`src/hdl/i2cbb_pkg.sv`:
```
// Shared types and constants of the I2C bit-bang master.
`default_nettype none
package i2cbb_pkg;

	// Command codes carried by an input item
	localparam logic [2:0] CMD_NONE  = 3'd0;
	localparam logic [2:0] CMD_START = 3'd1;
	localparam logic [2:0] CMD_STOP  = 3'd2;
	localparam logic [2:0] CMD_WRITE = 3'd3;
	localparam logic [2:0] CMD_READ  = 3'd4;

	// Configuration register indexes
	localparam int CFG_IDX_W = 1;
	localparam logic [CFG_IDX_W-1:0] CFG_UNIT_TICKS  = 1'd0;
	localparam logic [CFG_IDX_W-1:0] CFG_ACK_TIMEOUT = 1'd1;

	localparam int CFG_DATA_W = 16;
	localparam logic [15:0] UNIT_TICKS_RST  = 16'd50;
	localparam logic [15:0] ACK_TIMEOUT_RST = 16'd1000;

	typedef struct packed {
		logic [15:0] unit_ticks;
		logic [15:0] ack_timeout;
	} cfg_t;

	typedef struct packed {
		logic [2:0] cmd;
		logic [7:0] tx_byte;
		logic       ack_mode;
		logic       sda_in;
	} in_t;

	typedef struct packed {
		logic       scl_level;
		logic       sda_level;
		logic       sda_drive;
		logic       busy_res;
		logic       done_res;
		logic [7:0] rx_byte;
		logic       ack_ok;
	} out_t;

endpackage
`default_nettype wire

```
`src/hdl/i2c_bitbang_master_top.sv`:
```
// The result of an item is registered and shown in the cycle after the item is accepted.
// Throughput: one item per cycle while the result side takes results; the sequencer's next-state
// logic is combinational and the result register refills on the edge its item is taken.
// Reset (arst_n low, asynchronous): bus idle with SCL and SDA driven high, ack_ok 1,
// registers at 50 ticks per unit and a timeout of 1000, no result pending.
`default_nettype none
module i2c_bitbang_master_top
	import i2cbb_pkg::*;
(
	input  wire logic                  clk,
	input  wire logic                  arst_n,
	input  wire logic                  in_valid,
	output logic                       in_ready,
	input  wire in_t                   in_data,
	output logic                       out_valid,
	input  wire logic                  out_ready,
	output out_t                       out_data,
	input  wire logic                  cfg_we,
	input  wire logic [CFG_IDX_W-1:0]  cfg_index,
	input  wire logic [CFG_DATA_W-1:0] cfg_data
);

	cfg_t cfg;
	out_t res;
	logic step;

	// Accept when the result register is empty or being emptied
	assign in_ready = !out_valid || out_ready;
	assign step     = in_valid && in_ready;

	i2cbb_cfg u_cfg (
		.clk       (clk),
		.arst_n    (arst_n),
		.cfg_we    (cfg_we),
		.cfg_index (cfg_index),
		.cfg_data  (cfg_data),
		.cfg       (cfg)
	);

	i2cbb_core u_core (
		.clk    (clk),
		.arst_n (arst_n),
		.cfg    (cfg),
		.step   (step),
		.item   (in_data),
		.res    (res)
	);

	i2cbb_out_reg u_out (
		.clk       (clk),
		.arst_n    (arst_n),
		.load      (step),
		.res       (res),
		.out_ready (out_ready),
		.out_valid (out_valid),
		.out_data  (out_data)
	);

endmodule
`default_nettype wire

```
`src/hdl/i2cbb_cfg.sv`:
```
// Configuration registers of the I2C bit-bang master.
`default_nettype none
module i2cbb_cfg
	import i2cbb_pkg::*;
(
	input  wire logic                  clk,
	input  wire logic                  arst_n,
	input  wire logic                  cfg_we,
	input  wire logic [CFG_IDX_W-1:0]  cfg_index,
	input  wire logic [CFG_DATA_W-1:0] cfg_data,
	output cfg_t                       cfg
);

	logic [15:0] unit_ticks_q;
	logic [15:0] ack_timeout_q;

	// Take a register write when enabled
	always_ff @(posedge clk or negedge arst_n) begin
		if (!arst_n) begin
			unit_ticks_q  <= UNIT_TICKS_RST;
			ack_timeout_q <= ACK_TIMEOUT_RST;
		end else if (cfg_we) begin
			unique case (cfg_index)
				CFG_UNIT_TICKS:  unit_ticks_q  <= cfg_data;
				CFG_ACK_TIMEOUT: ack_timeout_q <= cfg_data;
				default: ;
			endcase
		end
	end

	assign cfg.unit_ticks  = unit_ticks_q;
	assign cfg.ack_timeout = ack_timeout_q;

endmodule
`default_nettype wire

```
`src/hdl/i2cbb_core.sv`:
```
// Bus phase sequencer: state registers and next-state logic, one tick per item.
`default_nettype none
module i2cbb_core
	import i2cbb_pkg::*;
(
	input  wire logic clk,
	input  wire logic arst_n,
	input  wire cfg_t cfg,
	input  wire logic step,
	input  wire in_t  item,
	output out_t      res
);

	localparam logic [4:0] PH_IDLE    = 5'd0;
	localparam logic [4:0] PH_ST_A    = 5'd1;
	localparam logic [4:0] PH_ST_B    = 5'd2;
	localparam logic [4:0] PH_ST_C    = 5'd3;
	localparam logic [4:0] PH_SP_A    = 5'd4;
	localparam logic [4:0] PH_SP_B    = 5'd5;
	localparam logic [4:0] PH_SP_C    = 5'd6;
	localparam logic [4:0] PH_WR_LOW  = 5'd7;
	localparam logic [4:0] PH_WR_DATA = 5'd8;
	localparam logic [4:0] PH_WR_HIGH = 5'd9;
	localparam logic [4:0] PH_AK_REL  = 5'd10;
	localparam logic [4:0] PH_AK_HIGH = 5'd11;
	localparam logic [4:0] PH_AK_WAIT = 5'd12;
	localparam logic [4:0] PH_AK_LOW  = 5'd13;
	localparam logic [4:0] PH_RD_HIGH = 5'd14;
	localparam logic [4:0] PH_RD_LOW  = 5'd15;
	localparam logic [4:0] PH_RA_DATA = 5'd16;
	localparam logic [4:0] PH_RA_HIGH = 5'd17;
	localparam logic [4:0] PH_RA_LOW  = 5'd18;

	logic [4:0]  phase_q,  n_phase;
	logic [2:0]  bit_q,    n_bit;
	logic [7:0]  shift_q,  n_shift;
	logic [16:0] delay_q,  n_delay;
	logic [16:0] wait_q,   n_wait;
	logic        scl_q,    n_scl;
	logic        sda_q,    n_sda;
	logic        dir_q,    n_dir;
	logic [7:0]  rx_q,     n_rx;
	logic        ack_q,    n_ack;
	logic        ackc_q,   n_ackc;
	logic        done;
	logic        do_enter;
	logic [4:0]  ent;
	logic [16:0] dec;
	logic [16:0] unit1;
	logic [16:0] unit2;

	// Phase lengths of one and two delay units; zero counts as one
	always_comb begin
		unit1 = {1'b0, (cfg.unit_ticks == 16'd0) ? 16'd1 : cfg.unit_ticks};
		unit2 = {unit1[15:0], 1'b0};
	end

	// Work out the state after this tick
	always_comb begin
		n_phase  = phase_q;
		n_bit    = bit_q;
		n_shift  = shift_q;
		n_delay  = delay_q;
		n_wait   = wait_q;
		n_scl    = scl_q;
		n_sda    = sda_q;
		n_dir    = dir_q;
		n_rx     = rx_q;
		n_ack    = ack_q;
		n_ackc   = ackc_q;
		done     = 1'b0;
		do_enter = 1'b0;
		ent      = PH_IDLE;
		dec      = (delay_q != 17'd0) ? delay_q - 17'd1 : 17'd0;

		if (phase_q == PH_IDLE) begin
			if (item.cmd == CMD_START || item.cmd == CMD_STOP ||
			    item.cmd == CMD_WRITE || item.cmd == CMD_READ) begin
				n_bit    = 3'd0;
				n_wait   = 17'd0;
				n_ackc   = item.ack_mode;
				n_ack    = 1'b1;
				n_shift  = (item.cmd == CMD_WRITE) ? item.tx_byte : 8'd0;
				do_enter = 1'b1;
				unique case (item.cmd)
					CMD_START: ent = PH_ST_A;
					CMD_STOP:  ent = PH_SP_A;
					CMD_WRITE: ent = PH_WR_LOW;
					default:   ent = PH_RD_HIGH;
				endcase
			end
		end else if (phase_q == PH_AK_WAIT) begin
			// Watch SDA for the acknowledge, give up past the timeout
			if (!item.sda_in) begin
				do_enter = 1'b1;
				ent      = PH_AK_LOW;
			end else if (wait_q > {1'b0, cfg.ack_timeout}) begin
				n_scl = 1'b0;
				n_ack = 1'b0;
				done  = 1'b1;
			end else begin
				n_wait = wait_q + 17'd1;
			end
		end else begin
			// Count the phase down and advance when it runs out
			n_delay = dec;
			if (dec == 17'd0) begin
				unique case (phase_q)
					PH_ST_A:    begin do_enter = 1'b1; ent = PH_ST_B; end
					PH_ST_B:    begin do_enter = 1'b1; ent = PH_ST_C; end
					PH_SP_A:    begin do_enter = 1'b1; ent = PH_SP_B; end
					PH_SP_B:    begin do_enter = 1'b1; ent = PH_SP_C; end
					PH_WR_LOW:  begin do_enter = 1'b1; ent = PH_WR_DATA; end
					PH_WR_DATA: begin do_enter = 1'b1; ent = PH_WR_HIGH; end
					PH_WR_HIGH: begin
						if (bit_q != 3'd7) begin
							n_bit    = bit_q + 3'd1;
							do_enter = 1'b1;
							ent      = PH_WR_LOW;
						end else begin
							n_scl = 1'b0;
							n_sda = 1'b1;
							if (!ackc_q) begin
								done = 1'b1;
							end else begin
								do_enter = 1'b1;
								ent      = PH_AK_REL;
							end
						end
					end
					PH_AK_REL:  begin do_enter = 1'b1; ent = PH_AK_HIGH; end
					PH_AK_HIGH: begin do_enter = 1'b1; ent = PH_AK_WAIT; end
					PH_RD_HIGH: begin
						n_shift  = {shift_q[6:0], item.sda_in};
						do_enter = 1'b1;
						ent      = PH_RD_LOW;
					end
					PH_RD_LOW: begin
						do_enter = 1'b1;
						if (bit_q != 3'd7) begin
							n_bit = bit_q + 3'd1;
							ent   = PH_RD_HIGH;
						end else begin
							ent = PH_RA_DATA;
						end
					end
					PH_RA_DATA: begin do_enter = 1'b1; ent = PH_RA_HIGH; end
					PH_RA_HIGH: begin do_enter = 1'b1; ent = PH_RA_LOW; end
					PH_RA_LOW: begin
						if (ackc_q) n_sda = 1'b1;
						n_rx = shift_q;
						done = 1'b1;
					end
					default: done = 1'b1;
				endcase
			end
		end

		// Apply the pin levels and length of the phase being entered
		if (do_enter) begin
			n_phase = ent;
			unique case (ent)
				PH_ST_A: begin
					n_dir = 1'b1; n_sda = 1'b1; n_scl = 1'b1; n_delay = unit2;
				end
				PH_ST_B: begin n_sda = 1'b0; n_delay = unit2; end
				PH_ST_C: begin n_scl = 1'b0; n_delay = unit2; end
				PH_SP_A: begin
					n_dir = 1'b1; n_scl = 1'b0; n_sda = 1'b0; n_delay = unit2;
				end
				PH_SP_B: begin n_scl = 1'b1; n_delay = unit2; end
				PH_SP_C: begin n_sda = 1'b1; n_delay = unit2; end
				PH_WR_LOW: begin n_dir = 1'b1; n_scl = 1'b0; n_delay = unit1; end
				PH_WR_DATA: begin
					n_sda   = n_shift[7];
					n_shift = {n_shift[6:0], 1'b0};
					n_delay = unit1;
				end
				PH_WR_HIGH: begin n_scl = 1'b1; n_delay = unit1; end
				PH_AK_REL:  begin n_dir = 1'b0; n_sda = 1'b1; n_delay = unit1; end
				PH_AK_HIGH: begin n_scl = 1'b1; n_delay = unit1; end
				PH_AK_WAIT: begin n_wait = 17'd0; n_delay = 17'd0; end
				PH_AK_LOW:  begin n_scl = 1'b0; n_delay = unit1; end
				PH_RD_HIGH: begin n_dir = 1'b0; n_scl = 1'b1; n_delay = unit1; end
				PH_RD_LOW:  begin n_scl = 1'b0; n_delay = unit1; end
				PH_RA_DATA: begin n_dir = 1'b1; n_sda = ~n_ackc; n_delay = unit1; end
				PH_RA_HIGH: begin n_scl = 1'b1; n_delay = unit1; end
				PH_RA_LOW:  begin n_scl = 1'b0; n_delay = unit1; end
				default: begin n_phase = PH_IDLE; n_delay = 17'd0; end
			endcase
		end

		// Drop back to idle when the command ends
		if (done) begin
			n_phase = PH_IDLE;
			n_delay = 17'd0;
		end
	end

	// Advance the state on each accepted item
	always_ff @(posedge clk or negedge arst_n) begin
		if (!arst_n) begin
			phase_q <= PH_IDLE;
			bit_q   <= 3'd0;
			shift_q <= 8'd0;
			delay_q <= 17'd0;
			wait_q  <= 17'd0;
			scl_q   <= 1'b1;
			sda_q   <= 1'b1;
			dir_q   <= 1'b1;
			rx_q    <= 8'd0;
			ack_q   <= 1'b1;
			ackc_q  <= 1'b0;
		end else if (step) begin
			phase_q <= n_phase;
			bit_q   <= n_bit;
			shift_q <= n_shift;
			delay_q <= n_delay;
			wait_q  <= n_wait;
			scl_q   <= n_scl;
			sda_q   <= n_sda;
			dir_q   <= n_dir;
			rx_q    <= n_rx;
			ack_q   <= n_ack;
			ackc_q  <= n_ackc;
		end
	end

	assign res.scl_level = n_scl;
	assign res.sda_level = n_sda;
	assign res.sda_drive = n_dir;
	assign res.busy_res  = (n_phase != PH_IDLE);
	assign res.done_res  = done;
	assign res.rx_byte   = n_rx;
	assign res.ack_ok    = n_ack;

endmodule
`default_nettype wire

```
`src/hdl/i2cbb_out_reg.sv`:
```
// Result register between the sequencer and the output channel.
`default_nettype none
module i2cbb_out_reg
	import i2cbb_pkg::*;
(
	input  wire logic clk,
	input  wire logic arst_n,
	input  wire logic load,
	input  wire out_t res,
	input  wire logic out_ready,
	output logic      out_valid,
	output out_t      out_data
);

	logic valid_q;
	out_t data_q;

	// Hold the result until taken; refill on the same edge it leaves
	always_ff @(posedge clk or negedge arst_n) begin
		if (!arst_n) begin
			valid_q <= 1'b0;
		end else if (load) begin
			valid_q <= 1'b1;
		end else if (out_ready) begin
			valid_q <= 1'b0;
		end
	end

	always_ff @(posedge clk) begin
		if (load) begin
			data_q <= res;
		end
	end

	assign out_valid = valid_q;
	assign out_data  = data_q;

endmodule
`default_nettype wire

```
`config.mk`:
```
export PLATFORM = sky130hd
export DESIGN_NAME = i2c_bitbang_master_top
export DESIGN_NICKNAME = d
export VERILOG_FILES = /design/src/hdl/i2cbb_pkg.sv /design/src/hdl/i2c_bitbang_master_top.sv /design/src/hdl/i2cbb_cfg.sv /design/src/hdl/i2cbb_core.sv /design/src/hdl/i2cbb_out_reg.sv
export SDC_FILE = /design/constraint.sdc
export NUM_CORES = 1
export LEC_CHECK = 0
export ABC_AREA = 1
export BUFFER_PORTS_ARGS = -buffer_cell sky130_fd_sc_hd__buf_2
export CORE_ASPECT_RATIO = 1.1
export CORE_MARGIN = 1
export CORE_UTILIZATION = 54
export DETAILED_ROUTE_END_ITERATION = 8
export PLACE_DENSITY = 0.75
export SLEW_MARGIN = 20
export SYNTH_ARGS = -nofsm -noshare
export SYNTH_HDL_FRONTEND = slang
export SYNTH_SLANG_ARGS = --single-unit
```
`constraint.sdc`:
```
create_clock -name clk -period 3.17 [get_ports clk]
set_input_delay 0.634 -clock clk [delete_from_list [all_inputs] [get_ports clk]]
set_output_delay 0.634 -clock clk [all_outputs]
set_load 0.05 [all_outputs]
```
== Word-level counts from Yosys, hierarchy flattened ==
Index checks and enable logic that the tools add are counted.
Word-level totals
  register bits after elaboration: 110
  bits in latches: 0
  bits in writable memories: 0
  ROM bits: 0
  logic and storage cells: 188
  memories kept: 0
Cells by class
  add/sub/neg operators: 3
  multiply operators: 0
  divide/modulo/power cells: 0
  $lt $le $gt $ge: 1
  equality and inequality tests: 42
  shifts and indexed selects: 0
  multiplexer cells: 89
  bitwise gates (word level): 2
  reductions and logical operators: 30
Operators by type and width (count)
  17-bit two-way mux: 12
  8-bit two-way mux: 12
  5-bit by 4-bit equality test with 1-bit output (second input constant): 15
  5-bit one-hot mux with 13 select lines: 1
  5-bit two-way mux: 9
  1-bit two-way mux: 38
  5-bit by 3-bit equality test with 1-bit output (second input constant): 7
  17-bit one-hot mux with 2 select lines: 1
  5-bit equality test (second input constant): 6
  3-bit two-way mux: 6
  18-bit OR reduction: 1
  6-bit OR reduction: 3
  17-bit by 1-bit adder with 17-bit output (second input constant): 1
  17-bit by 16-bit greater-than comparator with 1-bit output: 1
  17-bit zero test: 1
  17-bit nonzero test: 1
  17-bit by 1-bit subtractor with 17-bit output (second input constant): 1
  16-bit zero test: 1
  16-bit two-way mux: 1
  5-bit by 2-bit equality test with 1-bit output (second input constant): 3
  4-bit one-hot mux with 3 select lines: 1
  12-bit OR reduction: 1
  11-bit OR reduction: 1
  5-bit by 1-bit equality test with 1-bit output (second input constant): 2
  24 further kinds: 41

== Longest topological paths before layout ==
  word-level depth: 12
  mapped depth: 23
  mapped depth without buffers: 22

== Modules after synthesis ==
A second synthesis with hierarchy kept.
Unflattened totals
  cells, all modules: 1028
  area, all modules: 7340.8 sq um
By module, submodules not included
  i2cbb_core: times used 1, cells an instance 865, area an instance 5529.1 sq um, seq. area each 1581.5 sq um
  i2cbb_cfg: times used 1, cells an instance 140, area an instance 1331.3 sq um, seq. area each 812.0 sq um
  i2cbb_out_reg: times used 1, cells an instance 19, area an instance 460.4 sq um, seq. area each 445.4 sq um
  i2c_bitbang_master_top: times used 1, cells an instance 4, area an instance 20.0 sq um, seq. area each 0.0 sq um

== Worst setup path after synthesis ==
No wires, ideal clock.
  kind: input to register
  start point: input out_ready
  end point: register u_out.data_q, in the netlist u_out.out_data[0] (enable)
  library setup time: 384 ps
  arrival time: 2416 ps
  required time: 2786 ps
  path slack: 370 ps
  stages on the path: 6
  path buffers: 2
  path through: inv_1 nand2_1 nand2_1 clkinv_1 clkbuf_1 clkbuf_1
On the way
  word-level cells in the longest chain between the ends: 2
RTL lines
  start, declared: line i2c_bitbang_master_top.sv:16  | input wire logic out_ready,
  1-bit logical OR: line i2c_bitbang_master_top.sv:28  | assign in_ready = !out_valid || out_ready;
  via in_ready: line i2c_bitbang_master_top.sv:13  | output logic in_ready,
  1-bit logical AND: line i2c_bitbang_master_top.sv:29  | assign step = in_valid && in_ready;
  via step: line i2c_bitbang_master_top.sv:25  | logic step;
  end signal, assigned: line i2cbb_out_reg.sv:31  | data_q <= res;
  end, declared: line i2cbb_out_reg.sv:16  | out_t data_q;
The timed path passes the listed nets, and every way through them passes these cells.
A chain may end at the register's enable or synchronous reset.

== Final worst setup path ==
  start point: register u_core.delay_q[0]
  end point: register u_core.delay_q[13]
On the way
  word-level cells in the longest chain between the ends: 11
  elaborated cells on any way between the ends: 40
  classes of those cells: 1 x add/sub; 19 x eq/ne; 15 x mux; 5 x reduce/logical
RTL lines
  start, declared: line i2cbb_core.sv:37  | logic [16:0] delay_q, n_delay;
  start signal, assigned: line i2cbb_core.sv:218  | delay_q <= n_delay;
  17-bit by 1-bit subtractor with 17-bit output / 17-bit nonzero test (equally long branches): line i2cbb_core.sv:74  | dec = (delay_q != 17'd0) ? delay_q - 17'd1 : 17'd0;
  17-bit two-way mux (*): line i2cbb_core.sv:74
  17-bit zero test: line i2cbb_core.sv:107  | if (dec == 17'd0) begin
  5-bit two-way mux: line i2cbb_core.sv:107
  5-bit two-way mux: line i2cbb_core.sv:92  | end else if (phase_q == PH_AK_WAIT) begin
  5-bit two-way mux: line i2cbb_core.sv:76  | if (phase_q == PH_IDLE) begin
  5-bit by 3-bit equality test with 1-bit output (tied with other cells): line i2cbb_core.sv:162  | unique case (ent)
  11-bit OR reduction (no source line) / 6-bit OR reduction (equally long branches)
  17-bit one-hot mux with 2 select lines: line i2cbb_core.sv:162
  17-bit two-way mux: line i2cbb_core.sv:160  | if (do_enter) begin
  17-bit two-way mux: line i2cbb_core.sv:194  | if (done) begin
Every way passes the cells marked *; elsewhere a longest branch is shown, timed or not. The select of a mux whose other input is x is not followed.

==> summary.md <==
| Metric | Value |
|---|---|
| Endpoints failing setup | `0` |
| Comb power frac | `55.2%` |
| Hold Path Class | `input port to asynchronous set/reset pin` |
| WL final | `between 15 and 20 mm` |
| Setup TNS | `0 ns` |
| DR WL/cell | `about 15 um` |
| WP data arrival | `around 3.3 ns` |
| Syn_area_per_cell | `6.956 um^2` |
| Proportion of layout cells with a drive suffix above 1 | `15.87%` |
| Core ar. | `0.01316 mm^2` |
| Initial antenna violation count | `0` |
| Number of buffers created by CTS | `9` |
| Post-synth top flop | `dfrtp_1` |
| Worst reg2reg path depth | `20` |
| DP HPWL | `about 14 mm` |
| Root Buffer | `clkbuf_16` |
| Utilization after layout | `a little over three fifths` |
| Slew Viols, Final | `0` |
| Longest Clk Path Bufs | `2` |
| Sequential share of power | `between 30% and 40%` |
| Yosys reg bits | `110` |
| Crit share post-route | `95.36%` |
| FMAX | `about 330 MHz` |
| GRT Util Overall | `roughly 28%` |
| DR vias/cell | `5.552` |
| Chip height | `around 120 um` |
| Post-Syn Area | `~0.0073 mm^2` |
| Final nets | `1165` |
| Worst skew pair latency | `around 0.36 ns` |
| CP Data Required Time | `3.42 ns` |
| Final Hold Viols | `0` |
| CP startpoint kind | `flop` |
| Ant. Diodes | `0` |
| Register area share after synthesis | `just under 40%` |
| Routed via count | `between 7000 and 8000` |
| Clock Sinks | `between 100 and 150` |
| # port buffers | `50` |
| First-pass GRT wire length | `around 30 mm` |
| Worst Setup End Kind | `flop` |
| I/O pins | `51` |
| Synth-to-Final Area Change | `14.04%` |
| Worst-path cell chain | `inv_2 > ha_2 > nand2_2 > nor2_4 > nand3_4 > buf_8 > o21ai_0 > nand3_2 > nor2_4 > nand3_4 > nor2_2 > nand2_1 > a21oi_4 > buf_6 > buf_12 > nor2_1 > a21oi_1 > nand2_1 > nand2_1 > nand2_1` |
| Drt drc | `0` |
| Crit Path Category | `flop to flop` |
| Max stage delay cell, worst path | `dfrtp_1` |
| Internal power | `between 3000 and 4000 uW` |
| Drt first pass iters | `6` |
| Status | `finished clean` |
| Clk pwr share | `between 10 and 15%` |
| Post-synth EDFFs | `14` |
| CTS tree | `done` |
| Pwr/cell area | `~900 mW/mm^2` |
| Worst slew margin | `41.48%` |
| Starting Density | `roughly 55%` |
| ANT nets after route | `0` |
| Top delay family on crit path | `simple AND/OR/NAND/NOR gates` |
| Routability cong. | `1.036` |
| Distinct cell type count after synthesis | `between 40 and 50` |
| Psw | `around 3600 uW` |
| Mapped Nets | `1100` |
| VDD IR-drop max | `around 360 uV` |
| Cell count along the critical path | `20` |
| Synth async-reset ratio | `87.27%` |
| P_leak | `about 0.0042 uW` |
| H-Tree Depth | `3` |
| Vias in the first global route | `6401` |
| Cell Count Post-Placement | `about 1200` |
| Post-Layout Cell Count | `roughly 1300` |
| Crit path top cell by count | `nand2_1` |
| CP max FO | `18` |
| 1st-iter DRT viols | `around 520` |
| Worst-margin pin slew | `between 0.8 and 0.9 ns` |
| Largest net degree at the start of global routing | `between 50 and 60` |
| Die Area | `0.01393 mm^2` |
| Mapped Cells | `1045` |
| Placement Rows | `44` |
| Sw frac | `48.65%` |
| Die X | `about 110 um` |
| Crit path buffers/inverters | `4` |
| Max-cap viol count | `0` |
| Remaining Overflow, GRT | `0` |
| Slowest stage delay, CP | `around 0.40 ns` |
| Max Clock Skew | `~0.0088 ns` |
| Syn. warnings | `0` |
| Minimum clock period | `between 3 and 4 ns` |
| Clock transition at path regs | `0.08 ns` |
==> logic make-up after synthesis <==
kind of cell	count (synthesis)	share of synthesized area [%]
and+or+nand+nor	535	31.89
buffers and inverters	180	10.14
adders and majority gates	20	3.442
DFF	110	39.05
AOI/OAI and AO/OA	198	15.23
xor gates and xnor gates	2	0.2410
==> cells in the final DEF (no fill, tap or decap), types with 11 or more instances in the layout <==
cell	n
a21oi_1	50
buf_2	49
buf_4	27
dfrtp_1	82
dfstp_2	13
edfxtp_1	14
ha_1	19
inv_1	137
inv_2	11
nand2_1	297
nand3_1	58
nand3_2	12
nand4_1	15
nor2_1	103
o21ai_0	101
==> power groups by stage <==
stage | Sequential (uW) | Combinational (uW) | Clock, uW
3_5_place_dp | 2260 | 3650 | 0
2_1_floorplan | 2270 | 2750 | 0
6_report | 2260 | 4130 | 1090
4_1_cts | 2240 | 3680 | 1100
5_1_grt | 2310 | 4570 | 1140
3_3_place_gp | 2260 | 3630 | 0
==> synthesized netlist by cell type (7+ instances only) <==
library cell  instances  area (um^2)
edfxtp_1             14        420.4
a21oi_1              51        255.2
nor2_2                7        43.79
nor3_1                9        45.04
o22ai_1              10        62.56
nand2_1             302         1134
inv_2                 9        33.78
nand3_1              64        320.3
o21ai_1               7        35.03
nand3_2               9        90.09
inv_1               139        521.8
clkbuf_1             15        56.30
nor4_1               10        62.56
dfstp_2              13        341.6
o21ai_0             101        505.5
nor2_1              107        401.6
ha_1                 20        250.2
dfrtp_1              83         2077
nand4_1              15        93.84
==> flip-flops by register name (all words and copies together), names as in the netlist <==
| name | count |
|---|---|
| u_out.out_valid | 1 |
| u_core.scl_q | 1 |
| u_core.phase_q | 5 |
| u_cfg.unit_ticks_q | 16 |
| u_out.out_data | 14 |
| u_core.sda_q | 1 |
| u_core.ack_q | 1 |
| u_core.rx_q | 8 |
| u_core.wait_q | 17 |
| u_core.bit_q | 3 |
| u_core.ackc_q | 1 |
| u_core.shift_q | 8 |
| u_cfg.ack_timeout_q | 16 |
| u_core.dir_q | 1 |
| u_core.delay_q | 17 |
==> worst paths after layout <==
path / start / endpoint / slack, ns
min: arst_n / u_core.delay_q[5] / 0.26
max reg2reg: u_core.delay_q[0] / u_core.delay_q[13] / 0.15
max: u_core.delay_q[0] / u_core.delay_q[13] / 0.15
max in group asynchronous: arst_n / u_core.sda_q / 2.16
min reg2reg: u_core.scl_q / u_core.scl_q / 0.48
min in group clk: u_core.scl_q / u_core.scl_q / 0.48
==> layout make-up <==
cell class / count / area (um^2)
timing repair buffer: 82 / 554.3
multi-input combinational: 756 / 3849
clock inverter: 6 / 42.54
tap: 161 / 201.4
fill: 1180 / 4867
clock buffer: 10 / 229.0
sequential: 110 / 2840
inverter: 151 / 574.3
==> layer usage <==
layer  track usage, %  vias to the layer above  wire, um
li1                 -                     3523         -
met5                0                        -         0
met1            36.22                     3294      8160
met3            3.504                       50       951
met2            46.91                      217      9224
met4            13.83                        0       643
==> timing repair <==
item	CTS	global route
gates resized for setup	1	41
pin swaps	0	13
gates cloned	0	1
setup buffers	0	11
endpoints found under the setup margin	1	60
hold buffers	0	0
==> worst register-to-register path, delay by kind of cell (launching register included) <==
kind | cells | cell delay (ns)
AND/OR/NAND/NOR | 12 | 1.30
buffers and inverters | 4 | 0.52
flip-flops | 1 | 0.40
AO/OA/AOI/OAI | 3 | 0.52
adder cells (fa/ha/maj) | 1 | 0.19
==> through the flow <==
stage / power, uW / cell area [um^2] / setup slack, ns / hold WS, ns
6_report: 7477 / 8290 / 0.1469 / 0.2605
4_1_cts: 7024 / 8005 / 0.04529 / 0.2725
3_5_place_dp: 5912 / 7726 / -0.01370 / 0.4747
2_1_floorplan: 5019 / 7269 / 0.3699 / 0.3384
5_1_grt: 8030 / 8290 / -0.01532 / 0.3121
3_3_place_gp: 5889 / 7726 / 0.03812 / 0.4623
Power figures use the tool's default switching activity.
